<file path="src/sv/rrts_pkg.sv">
`timescale 1ns / 1ps

package rrts_pkg;

    localparam int SLOT_COUNT_DEF = 16;

    localparam logic ACT_SPAWN = 1'b0;
    localparam logic ACT_TICK  = 1'b1;

    typedef enum logic [1:0] {
        ST_FREE    = 2'd0,
        ST_READY   = 2'd1,
        ST_RUNNING = 2'd2
    } t_status;

    typedef enum logic [1:0] {
        RC_SPAWNED  = 2'd0,
        RC_FULL     = 2'd1,
        RC_SWITCHED = 2'd2,
        RC_NO_READY = 2'd3
    } t_code;

    typedef struct packed {
        logic        action;
        logic [31:0] entry_address;
        logic [31:0] saved_context;
    } t_in_item;

    typedef struct packed {
        t_code       result_code;
        logic [3:0]  slot_index;
        logic [31:0] resume_word;
    } t_result;

    // one write address and one read address shared by both stores
    typedef struct packed {
        logic        st_we;
        t_status     st_wdata;
        logic        rs_we;
        logic [31:0] rs_wdata;
        logic        re;
    } t_mem_ctl;

endpackage

</file>
<file path="src/sv/rrts_in_if.sv">
`timescale 1ns / 1ps

interface rrts_in_if;
    logic        valid;
    logic        ready;
    logic        action;
    logic [31:0] entry_address;
    logic [31:0] saved_context;

    modport source (output valid, output action, output entry_address,
                    output saved_context, input ready);
    modport sink   (input valid, input action, input entry_address,
                    input saved_context, output ready);
endinterface

</file>
<file path="src/sv/rrts_out_if.sv">
`timescale 1ns / 1ps

interface rrts_out_if;
    logic        valid;
    logic        ready;
    logic [1:0]  result_code;
    logic [3:0]  slot_index;
    logic [31:0] resume_word;

    modport source (output valid, output result_code, output slot_index,
                    output resume_word, input ready);
    modport sink   (input valid, input result_code, input slot_index,
                    input resume_word, output ready);
endinterface

</file>
<file path="src/sv/rrts_slot_store.sv">
`timescale 1ns / 1ps

module rrts_slot_store #(
    parameter int SLOT_COUNT = rrts_pkg::SLOT_COUNT_DEF
) (
    input  logic                          i_clk,
    input  logic                          i_rst_n,
    input  rrts_pkg::t_mem_ctl            i_ctl,
    input  logic [$clog2(SLOT_COUNT)-1:0] i_waddr,
    input  logic [$clog2(SLOT_COUNT)-1:0] i_raddr,
    output rrts_pkg::t_status             o_st_rdata,
    output logic [31:0]                   o_rs_rdata
);
    import rrts_pkg::*;

    localparam int AW = $clog2(SLOT_COUNT);

    t_status             r_st_mem [SLOT_COUNT];
    logic [31:0]         r_rs_mem [SLOT_COUNT];
    logic [SLOT_COUNT-1:0] r_vld;

    t_status     r_st_q;
    t_status     r_def_q;
    logic        r_hit_q;
    logic [31:0] r_rs_q;

    always_ff @(posedge i_clk) begin
        if (i_ctl.st_we) begin
            r_st_mem[i_waddr] <= i_ctl.st_wdata;
        end
        if (i_ctl.re) begin
            r_st_q <= r_st_mem[i_raddr];
        end
    end

    always_ff @(posedge i_clk) begin
        if (i_ctl.rs_we) begin
            r_rs_mem[i_waddr] <= i_ctl.rs_wdata;
        end
        if (i_ctl.re) begin
            r_rs_q <= r_rs_mem[i_raddr];
        end
    end

    // unwritten status entries read as their reset value
    always_ff @(posedge i_clk) begin
        if (!i_rst_n) begin
            r_vld   <= '0;
            r_hit_q <= 1'b0;
            r_def_q <= ST_RUNNING;
        end else begin
            if (i_ctl.st_we) begin
                r_vld[i_waddr] <= 1'b1;
            end
            if (i_ctl.re) begin
                r_hit_q <= r_vld[i_raddr];
                r_def_q <= (i_raddr == AW'(0)) ? ST_RUNNING : ST_FREE;
            end
        end
    end

    assign o_st_rdata = r_hit_q ? r_st_q : r_def_q;
    assign o_rs_rdata = r_rs_q;

endmodule

</file>
<file path="src/sv/rrts_seq.sv">
`timescale 1ns / 1ps

module rrts_seq #(
    parameter int SLOT_COUNT = rrts_pkg::SLOT_COUNT_DEF
) (
    input  logic                          i_clk,
    input  logic                          i_rst_n,
    input  logic                          i_valid,
    input  rrts_pkg::t_in_item            i_item,
    output logic                          o_ready,
    output logic                          o_res_valid,
    output rrts_pkg::t_result             o_res,
    input  logic                          i_res_take,
    output rrts_pkg::t_mem_ctl            o_ctl,
    output logic [$clog2(SLOT_COUNT)-1:0] o_waddr,
    output logic [$clog2(SLOT_COUNT)-1:0] o_raddr,
    input  rrts_pkg::t_status             i_st_rdata,
    input  logic [31:0]                   i_rs_rdata
);
    import rrts_pkg::*;

    localparam int AW = $clog2(SLOT_COUNT);

    typedef enum logic [4:0] {
        S_IDLE  = 5'b00001,
        S_SCAN  = 5'b00010,
        S_SWAP  = 5'b00100,
        S_FETCH = 5'b01000,
        S_DONE  = 5'b10000
    } t_state;

    t_state      r_state, n_state;
    logic        r_action, n_action;
    logic [31:0] r_entry, n_entry;
    logic [31:0] r_ctx, n_ctx;
    logic [AW-1:0] r_running, n_running;
    logic [AW-1:0] r_addr, n_addr;
    logic [AW:0]   r_left, n_left;
    logic          r_pend, n_pend;
    logic          r_plast, n_plast;
    logic [AW-1:0] r_paddr, n_paddr;
    logic [AW-1:0] r_pos, n_pos;
    t_result       r_res, n_res;

    logic hit;

    function automatic logic [AW-1:0] wrap_inc(input logic [AW-1:0] a);
        return (a == AW'(SLOT_COUNT - 1)) ? '0 : a + AW'(1);
    endfunction

    function automatic logic [3:0] low_idx(input logic [AW-1:0] a);
        logic [AW+3:0] ext;
        ext = {4'b0000, a};
        return ext[3:0];
    endfunction

    always_comb begin
        n_state   = r_state;
        n_action  = r_action;
        n_entry   = r_entry;
        n_ctx     = r_ctx;
        n_running = r_running;
        n_addr    = r_addr;
        n_left    = r_left;
        n_pend    = r_pend;
        n_plast   = r_plast;
        n_paddr   = r_paddr;
        n_pos     = r_pos;
        n_res     = r_res;
        o_ctl     = '0;
        o_ctl.st_wdata = ST_FREE;
        o_waddr   = r_paddr;
        o_raddr   = r_addr;
        o_ready   = 1'b0;
        o_res_valid = 1'b0;
        hit = 1'b0;

        unique case (r_state)
            S_IDLE: begin
                o_ready = 1'b1;
                if (i_valid) begin
                    n_action = i_item.action;
                    n_entry  = i_item.entry_address;
                    n_ctx    = i_item.saved_context;
                    n_pend   = 1'b0;
                    n_plast  = 1'b0;
                    if (i_item.action == ACT_TICK) begin
                        n_addr = wrap_inc(r_running);
                        n_left = (AW + 1)'(SLOT_COUNT - 1);
                    end else begin
                        n_addr = '0;
                        n_left = (AW + 1)'(SLOT_COUNT);
                    end
                    n_state = S_SCAN;
                end
            end
            S_SCAN: begin
                hit = r_pend && ((r_action == ACT_TICK) ? (i_st_rdata == ST_READY)
                                                        : (i_st_rdata == ST_FREE));
                if (hit && r_action == ACT_TICK) begin
                    n_pos   = r_paddr;
                    n_state = S_SWAP;
                end else if (hit) begin
                    o_ctl.st_we    = 1'b1;
                    o_ctl.st_wdata = ST_READY;
                    o_ctl.rs_we    = 1'b1;
                    o_ctl.rs_wdata = r_entry;
                    o_waddr        = r_paddr;
                    n_res   = '{RC_SPAWNED, low_idx(r_paddr), 32'd0};
                    n_state = S_DONE;
                end else if (r_pend && r_plast) begin
                    if (r_action == ACT_TICK) begin
                        // nothing else ready: keep running, still save the context
                        o_ctl.rs_we    = 1'b1;
                        o_ctl.rs_wdata = r_ctx;
                        o_waddr        = r_running;
                        n_res = '{RC_NO_READY, low_idx(r_running), 32'd0};
                    end else begin
                        n_res = '{RC_FULL, 4'd0, 32'd0};
                    end
                    n_state = S_DONE;
                end else begin
                    n_pend = r_left != '0;
                    if (r_left != '0) begin
                        o_ctl.re = 1'b1;
                        o_raddr  = r_addr;
                        n_paddr  = r_addr;
                        n_plast  = r_left == (AW + 1)'(1);
                        n_addr   = wrap_inc(r_addr);
                        n_left   = r_left - (AW + 1)'(1);
                    end
                end
            end
            S_SWAP: begin
                o_ctl.st_we    = 1'b1;
                o_ctl.st_wdata = ST_READY;
                o_ctl.rs_we    = 1'b1;
                o_ctl.rs_wdata = r_ctx;
                o_waddr        = r_running;
                o_ctl.re       = 1'b1;
                o_raddr        = r_pos;
                n_state        = S_FETCH;
            end
            S_FETCH: begin
                o_ctl.st_we    = 1'b1;
                o_ctl.st_wdata = ST_RUNNING;
                o_waddr        = r_pos;
                n_running      = r_pos;
                n_res   = '{RC_SWITCHED, low_idx(r_pos), i_rs_rdata};
                n_state = S_DONE;
            end
            S_DONE: begin
                o_res_valid = 1'b1;
                if (i_res_take) begin
                    n_state = S_IDLE;
                end
            end
            default: begin
                n_state = S_IDLE;
            end
        endcase
    end

    always_ff @(posedge i_clk) begin
        if (!i_rst_n) begin
            r_state   <= S_IDLE;
            r_running <= '0;
            r_pend    <= 1'b0;
            r_plast   <= 1'b0;
            r_left    <= '0;
        end else begin
            r_state   <= n_state;
            r_running <= n_running;
            r_pend    <= n_pend;
            r_plast   <= n_plast;
            r_left    <= n_left;
        end
    end

    always_ff @(posedge i_clk) begin
        r_action <= n_action;
        r_entry  <= n_entry;
        r_ctx    <= n_ctx;
        r_addr   <= n_addr;
        r_paddr  <= n_paddr;
        r_pos    <= n_pos;
        r_res    <= n_res;
    end

    assign o_res = r_res;

    a_state_onehot: assert property (@(posedge i_clk) disable iff (!i_rst_n)
        $onehot(r_state)) else $error("scheduler state not one-hot");

    a_switch_other: assert property (@(posedge i_clk) disable iff (!i_rst_n)
        r_state == S_SWAP |-> r_pos != r_running)
        else $error("switch target is the running slot");

    a_fetch_commit: assert property (@(posedge i_clk) disable iff (!i_rst_n)
        r_state == S_FETCH |=> r_state == S_DONE && r_running == $past(r_pos)
                            && r_res.result_code == RC_SWITCHED)
        else $error("switch not committed");

    a_never_free: assert property (@(posedge i_clk) disable iff (!i_rst_n)
        o_ctl.st_we |-> o_ctl.st_wdata != ST_FREE)
        else $error("slot status written back to free");

    a_scan_bound: assert property (@(posedge i_clk) disable iff (!i_rst_n)
        r_state == S_SCAN |-> r_left <= (AW + 1)'(SLOT_COUNT))
        else $error("scan count out of range");

endmodule

</file>
<file path="src/sv/round_robin_task_slot_scheduler_top.sv">
`timescale 1ns / 1ps

// channel   dir  signals                                          accepted when
// i_in      in   action, entry_address, saved_context             valid && ready
// o_out     out  result_code, slot_index, resume_word             valid && ready
//
// one word in, one word out; status is scanned one slot per cycle through
// the status memory, up to every slot for a spawn and up to every slot but
// the running one for a tick; a new word is taken only once the last
// result has passed to the output register
// reset (synchronous, active low): slot 0 running, all other slots free
// the output register holds a result while the next word is taken in

module round_robin_task_slot_scheduler_top #(
    parameter int SLOT_COUNT = rrts_pkg::SLOT_COUNT_DEF
) (
    input  logic              i_clk,
    input  logic              i_rst_n,
    rrts_in_if.sink           i_in,
    rrts_out_if.source        o_out
);
    import rrts_pkg::*;

    localparam int AW = $clog2(SLOT_COUNT);

    t_in_item      item;
    t_result       res;
    t_mem_ctl      ctl;
    t_status       st_rdata;
    logic [31:0]   rs_rdata;
    logic [AW-1:0] waddr;
    logic [AW-1:0] raddr;
    logic          seq_ready;
    logic          res_valid;
    logic          take;

    logic    r_out_vld;
    t_result r_out;

    assign item = '{i_in.action, i_in.entry_address, i_in.saved_context};
    assign i_in.ready = seq_ready;

    rrts_slot_store #(.SLOT_COUNT(SLOT_COUNT)) u_store (
        .i_clk      (i_clk),
        .i_rst_n    (i_rst_n),
        .i_ctl      (ctl),
        .i_waddr    (waddr),
        .i_raddr    (raddr),
        .o_st_rdata (st_rdata),
        .o_rs_rdata (rs_rdata)
    );

    rrts_seq #(.SLOT_COUNT(SLOT_COUNT)) u_seq (
        .i_clk       (i_clk),
        .i_rst_n     (i_rst_n),
        .i_valid     (i_in.valid),
        .i_item      (item),
        .o_ready     (seq_ready),
        .o_res_valid (res_valid),
        .o_res       (res),
        .i_res_take  (take),
        .o_ctl       (ctl),
        .o_waddr     (waddr),
        .o_raddr     (raddr),
        .i_st_rdata  (st_rdata),
        .i_rs_rdata  (rs_rdata)
    );

    assign take = !r_out_vld || o_out.ready;

    always_ff @(posedge i_clk) begin
        if (!i_rst_n) begin
            r_out_vld <= 1'b0;
        end else if (res_valid && take) begin
            r_out_vld <= 1'b1;
        end else if (o_out.ready) begin
            r_out_vld <= 1'b0;
        end
    end

    always_ff @(posedge i_clk) begin
        if (res_valid && take) begin
            r_out <= res;
        end
    end

    assign o_out.valid       = r_out_vld;
    assign o_out.result_code = r_out.result_code;
    assign o_out.slot_index  = r_out.slot_index;
    assign o_out.resume_word = r_out.resume_word;

endmodule
</file>
<file path="src/flat_wrapper.sv">
// flat-port wrapper written by rule: the top's interface ports become plain ports
module round_robin_task_slot_scheduler_top_flat import rrts_pkg::*;
#(
    parameter int SLOT_COUNT = rrts_pkg::SLOT_COUNT_DEF
)
  (i_clk, i_rst_n, i_in_valid, i_in_action, i_in_entry_address, i_in_saved_context, i_in_ready, o_out_valid, o_out_result_code, o_out_slot_index, o_out_resume_word, o_out_ready);
  rrts_in_if i_in_i ();
  rrts_out_if o_out_i ();
  input  logic i_clk;
  input  logic i_rst_n;
  input wire logic [$bits(i_in_i.valid)-1:0] i_in_valid;
  input wire logic [$bits(i_in_i.action)-1:0] i_in_action;
  input wire logic [$bits(i_in_i.entry_address)-1:0] i_in_entry_address;
  input wire logic [$bits(i_in_i.saved_context)-1:0] i_in_saved_context;
  output wire logic [$bits(i_in_i.ready)-1:0] i_in_ready;
  output wire logic [$bits(o_out_i.valid)-1:0] o_out_valid;
  output wire logic [$bits(o_out_i.result_code)-1:0] o_out_result_code;
  output wire logic [$bits(o_out_i.slot_index)-1:0] o_out_slot_index;
  output wire logic [$bits(o_out_i.resume_word)-1:0] o_out_resume_word;
  input wire logic [$bits(o_out_i.ready)-1:0] o_out_ready;
  assign i_in_i.valid = i_in_valid;
  assign i_in_i.action = i_in_action;
  assign i_in_i.entry_address = i_in_entry_address;
  assign i_in_i.saved_context = i_in_saved_context;
  assign i_in_ready = i_in_i.ready;
  assign o_out_valid = o_out_i.valid;
  assign o_out_result_code = o_out_i.result_code;
  assign o_out_slot_index = o_out_i.slot_index;
  assign o_out_resume_word = o_out_i.resume_word;
  assign o_out_i.ready = o_out_ready;
  round_robin_task_slot_scheduler_top #(.SLOT_COUNT(SLOT_COUNT)) u_core (.i_clk(i_clk), .i_rst_n(i_rst_n), .i_in(i_in_i), .o_out(o_out_i));
endmodule
</file>
<file path="config.mk">
export PLATFORM = sky130hd
export DESIGN_NAME = round_robin_task_slot_scheduler_top_flat
export DESIGN_NICKNAME = d
export VERILOG_FILES = /design/src/sv/rrts_pkg.sv /design/src/sv/rrts_in_if.sv /design/src/sv/rrts_out_if.sv /design/src/sv/rrts_slot_store.sv /design/src/sv/rrts_seq.sv /design/src/sv/round_robin_task_slot_scheduler_top.sv /design/src/flat_wrapper.sv
export SDC_FILE = /design/constraint.sdc
export NUM_CORES = 1
export LEC_CHECK = 0
export BUFFER_PORTS_ARGS = -buffer_cell sky130_fd_sc_hd__buf_2
export CORE_MARGIN = 4
export CORE_UTILIZATION = 44
export DETAILED_ROUTE_END_ITERATION = 7
export REMOVE_ABC_BUFFERS = 1
export SYNTH_ARGS = -nofsm -noshare
export SYNTH_HDL_FRONTEND = slang
export SYNTH_SLANG_ARGS = --single-unit
export TNS_END_PERCENT = 100
</file>
<file path="constraint.sdc">
create_clock -name i_clk -period 4.6 [get_ports i_clk]
set_input_delay 0.69 -clock i_clk [delete_from_list [all_inputs] [get_ports i_clk]]
set_output_delay 0.69 -clock i_clk [all_outputs]
set_load 0.01 [all_outputs]
</file>
==> impl_results.md <==
- DRC viols: 0
- Clk buf depth: 3
- Synth-to-layout area growth: 15.7%
- Number of buffers created by CTS: 82
- Hold-fix buffers at CTS: 0
- Number of synthesized flops with an enable pin: 731
- Post-synthesis mux area share: 3.57%
- Post-CTS Resized: 0
- I/O pins: 109
- Worst Hold Class: in -> reg
- Clk Latency, worst-skew pair: 640 ps
- Core area: 67400 sq um
- Main synth FF type: edfxtp_1
- # rows: 95
- Library cells used by synthesis: 57
- Max-Slew Margin vs Limit: 25.5%
- First-pass GRT wire length: 114000 um
- Initial Utilization: 44.5%
- Synth Area in Simple Gates: 10.2%
- Gr usage total: 20.9%
- DR pass1 iterations: 6
- Share of cells above drive strength 1: 14.1%
- Min Tclk post-route: 3920 ps
- Per-cell routed wire length: 24.3 um
- Seq/Total Area, Yosys: 75.5%
- H-tree depth: 3
- Synth Area in Compound Gates: 8.46%
- Initial antenna violation count: 2
- Chip width: 269 um
- Largest net degree at the start of global routing: 64
- CTS tree: done
- Max frequency: 0.255 GHz
- Clock tree sinks: 766
- Number of diodes: 0
- Final worst path period share: 85.2%
- Final WL: 77700 um
- Unrepaired setup endpoints after global routing: no
- CP Cell Sequence: or4b_1 > or2_1 > o21ai_0 > a222oi_1 > nor2b_1 > nand2_1 > nor2_4 > buf_4
- Setup Skew: 21.1 ps
- Crit. End Element: register
- Post-CTS Setup Inserts: 0
- CP startpoint kind: register
- CP Class: reg -> reg
- Outcome: complete, no violations
- Antenna Nets Post-Route: 0
- GPL Wtd Cong: 0.823
- Worst slew pin tran: 1110 ps
- Chip height: 269 um
- CTS root buffer: clkbuf_16
- Count of buffers from port buffering: 108
- Clock Pin Slew Worst Setup and Hold Paths: 60 ps
- Max VDD drop: 272 uV
- Largest stage delay, worst path: 740 ps
- Lkg Pwr: 0.0112 uW
- Most frequent cells in the layout: edfxtp_1 (731), nand2_1 (390), nand3_1 (131), a21oi_1 (108), buf_2 (108)
- Slew Limit Fails: 0
- Crit path max fanout: 32
- Largest family of logic cells by synthesized area: simple AND/OR/NAND/NOR gates
- WHS: 221 ps
- Cells after Synth: 2134
- Syn_area_per_cell: 14.1 sq um
- Pwr dens: 423 nW/um^2
- Syn. warnings: 0
- Min-Delay Startpoint: i_in_saved_context[21]
- Total power: 14700 uW
- Post-DP HPWL: 43500 um
- Max-cap viol count: 0
- Arrival time at the worst endpoint: 4180 ps
- Mapped Area: 30000 sq um
- XOR/XNOR share of the synthesized area: 0.175%
- DIE AREA: 72500 sq um
- Critical path's slowest cell: a222oi_1
- # setup viols final: 0
- DR iter-0 viols: 2005
- Yosys reg bits: 766
- Nets: 2336
- Vias: 18200
- CP startpoint: u_core.u_seq.r_state[2]
- Vias in the first global route: 18100
- Bufs and invs on worst path: 1
- Final Hold Viols: 0
- Critical Path RT: 4860 ps
- Synth Area in Adders: 0.208%
- Reg2Reg Launch Point: u_core.u_seq.r_state[2]
- Most common cell after layout, fill and taps aside: edfxtp_1
- Drt via density: 5.70
- CP delay by family, top: simple AND/OR/NAND/NOR gates
- Async SR Flop Fraction: 0%
- Remaining global-route overflow: 0
## power breakdown
part | internal, uW | switching (uW) | total (uW)
sequential | 7630 | 42.1 | 7670
combinational | 275 | 547 | 822
clock | 3490 | 2710 | 6200
total | 11400 | 3290 | 14700
## layout make-up
type,count,area (sq um)
fill,5556,32700
sequential,766,22700
multi-input combinational,1224,7030
clock buffer,104,2130
timing repair buffer,176,1380
tap,873,1090
clock inverter,45,407
inverter,12,46.3
## stage by stage
stage | instance area, sq um | TNS, ps | std cells | worst slack [ps] | utilization [%]
floorplan | 29500 | -278800 | 2002 | -8090 | -
global placement | 32200 | 0 | 3051 | 852 | 47.8
detailed placement | 32200 | 0 | 3051 | 743 | 47.8
CTS | 34700 | 0 | 3200 | 713 | 51.5
global route | 34700 | 0 | 3200 | 498 | 51.5
finish | 34700 | 0 | 3200 | 679 | 51.5
## per-layer routing
layer  share of wire (%)  global-route usage, %
met1                  41                   27.5
met2                  49                   35.4
met3                 7.0                   3.97
met4                 2.5                   6.24
met5                   0                      0
## state kept, by name, summed over array words and instances, names as in the netlist, 2 cells and up
| register | flops |
|---|---|
| u_core.o_out.result_code | 2 |
| u_core.o_out.resume_word | 32 |
| u_core.o_out.slot_index | 4 |
| u_core.u_seq.o_res | 38 |
| u_core.u_seq.r_addr | 4 |
| u_core.u_seq.r_ctx | 32 |
| u_core.u_seq.r_entry | 32 |
| u_core.u_seq.r_left | 5 |
| u_core.u_seq.r_paddr | 4 |
| u_core.u_seq.r_pos | 4 |
| u_core.u_seq.r_running | 4 |
| u_core.u_seq.r_state | 5 |
| u_core.u_store.o_rs_rdata | 32 |
| u_core.u_store.r_rs_mem | 512 |
| u_core.u_store.r_st_mem | 32 |
| u_core.u_store.r_st_q | 2 |
| u_core.u_store.r_vld | 16 |
## logic make-up after synthesis
family                     after synthesis
and+or+nand+nor                        704
xor gates and xnor gates                 6
buffers and inverters                  144
adders and majority gates                5
DFF                                    766
muxes                                  107
AOI/OAI and AO/OA                      402
## synth_stat cells, types with 6 or more instances
master,n,share of area (%)
a211oi_1,18,0.45
a21boi_0,12,0.30
a21oi_1,110,1.8
a22o_1,8,0.23
a22oi_1,26,0.65
a31oi_1,30,0.63
a32oi_1,18,0.53
and2_1,40,0.83
and3_1,6,0.13
buf_1,10,0.13
buf_2,20,0.33
clkbuf_1,101,1.3
dfxtp_1,35,2.3
edfxtp_1,731,73
inv_1,12,0.15
mux2i_1,107,3.6
nand2_1,391,4.9
nand3_1,131,2.2
nand3b_1,6,0.15
nor2_1,95,1.2
o211ai_1,17,0.43
o21a_1,19,0.48
o21ai_0,86,1.4
o22ai_1,19,0.40
o41ai_1,17,0.50
## final timing paths
kind	endpoint	slack, ps	cells after the start
hold reg to reg	u_core.o_out.resume_word[1]	410	0
setup / recovery	u_core.u_store.r_rs_mem[0][10]	680	8
hold / removal	u_core.u_seq.r_ctx[21]	220	1
setup reg to reg	u_core.u_store.r_rs_mem[0][10]	680	8
No activity file was read; power rests on OpenSTA's default activity.
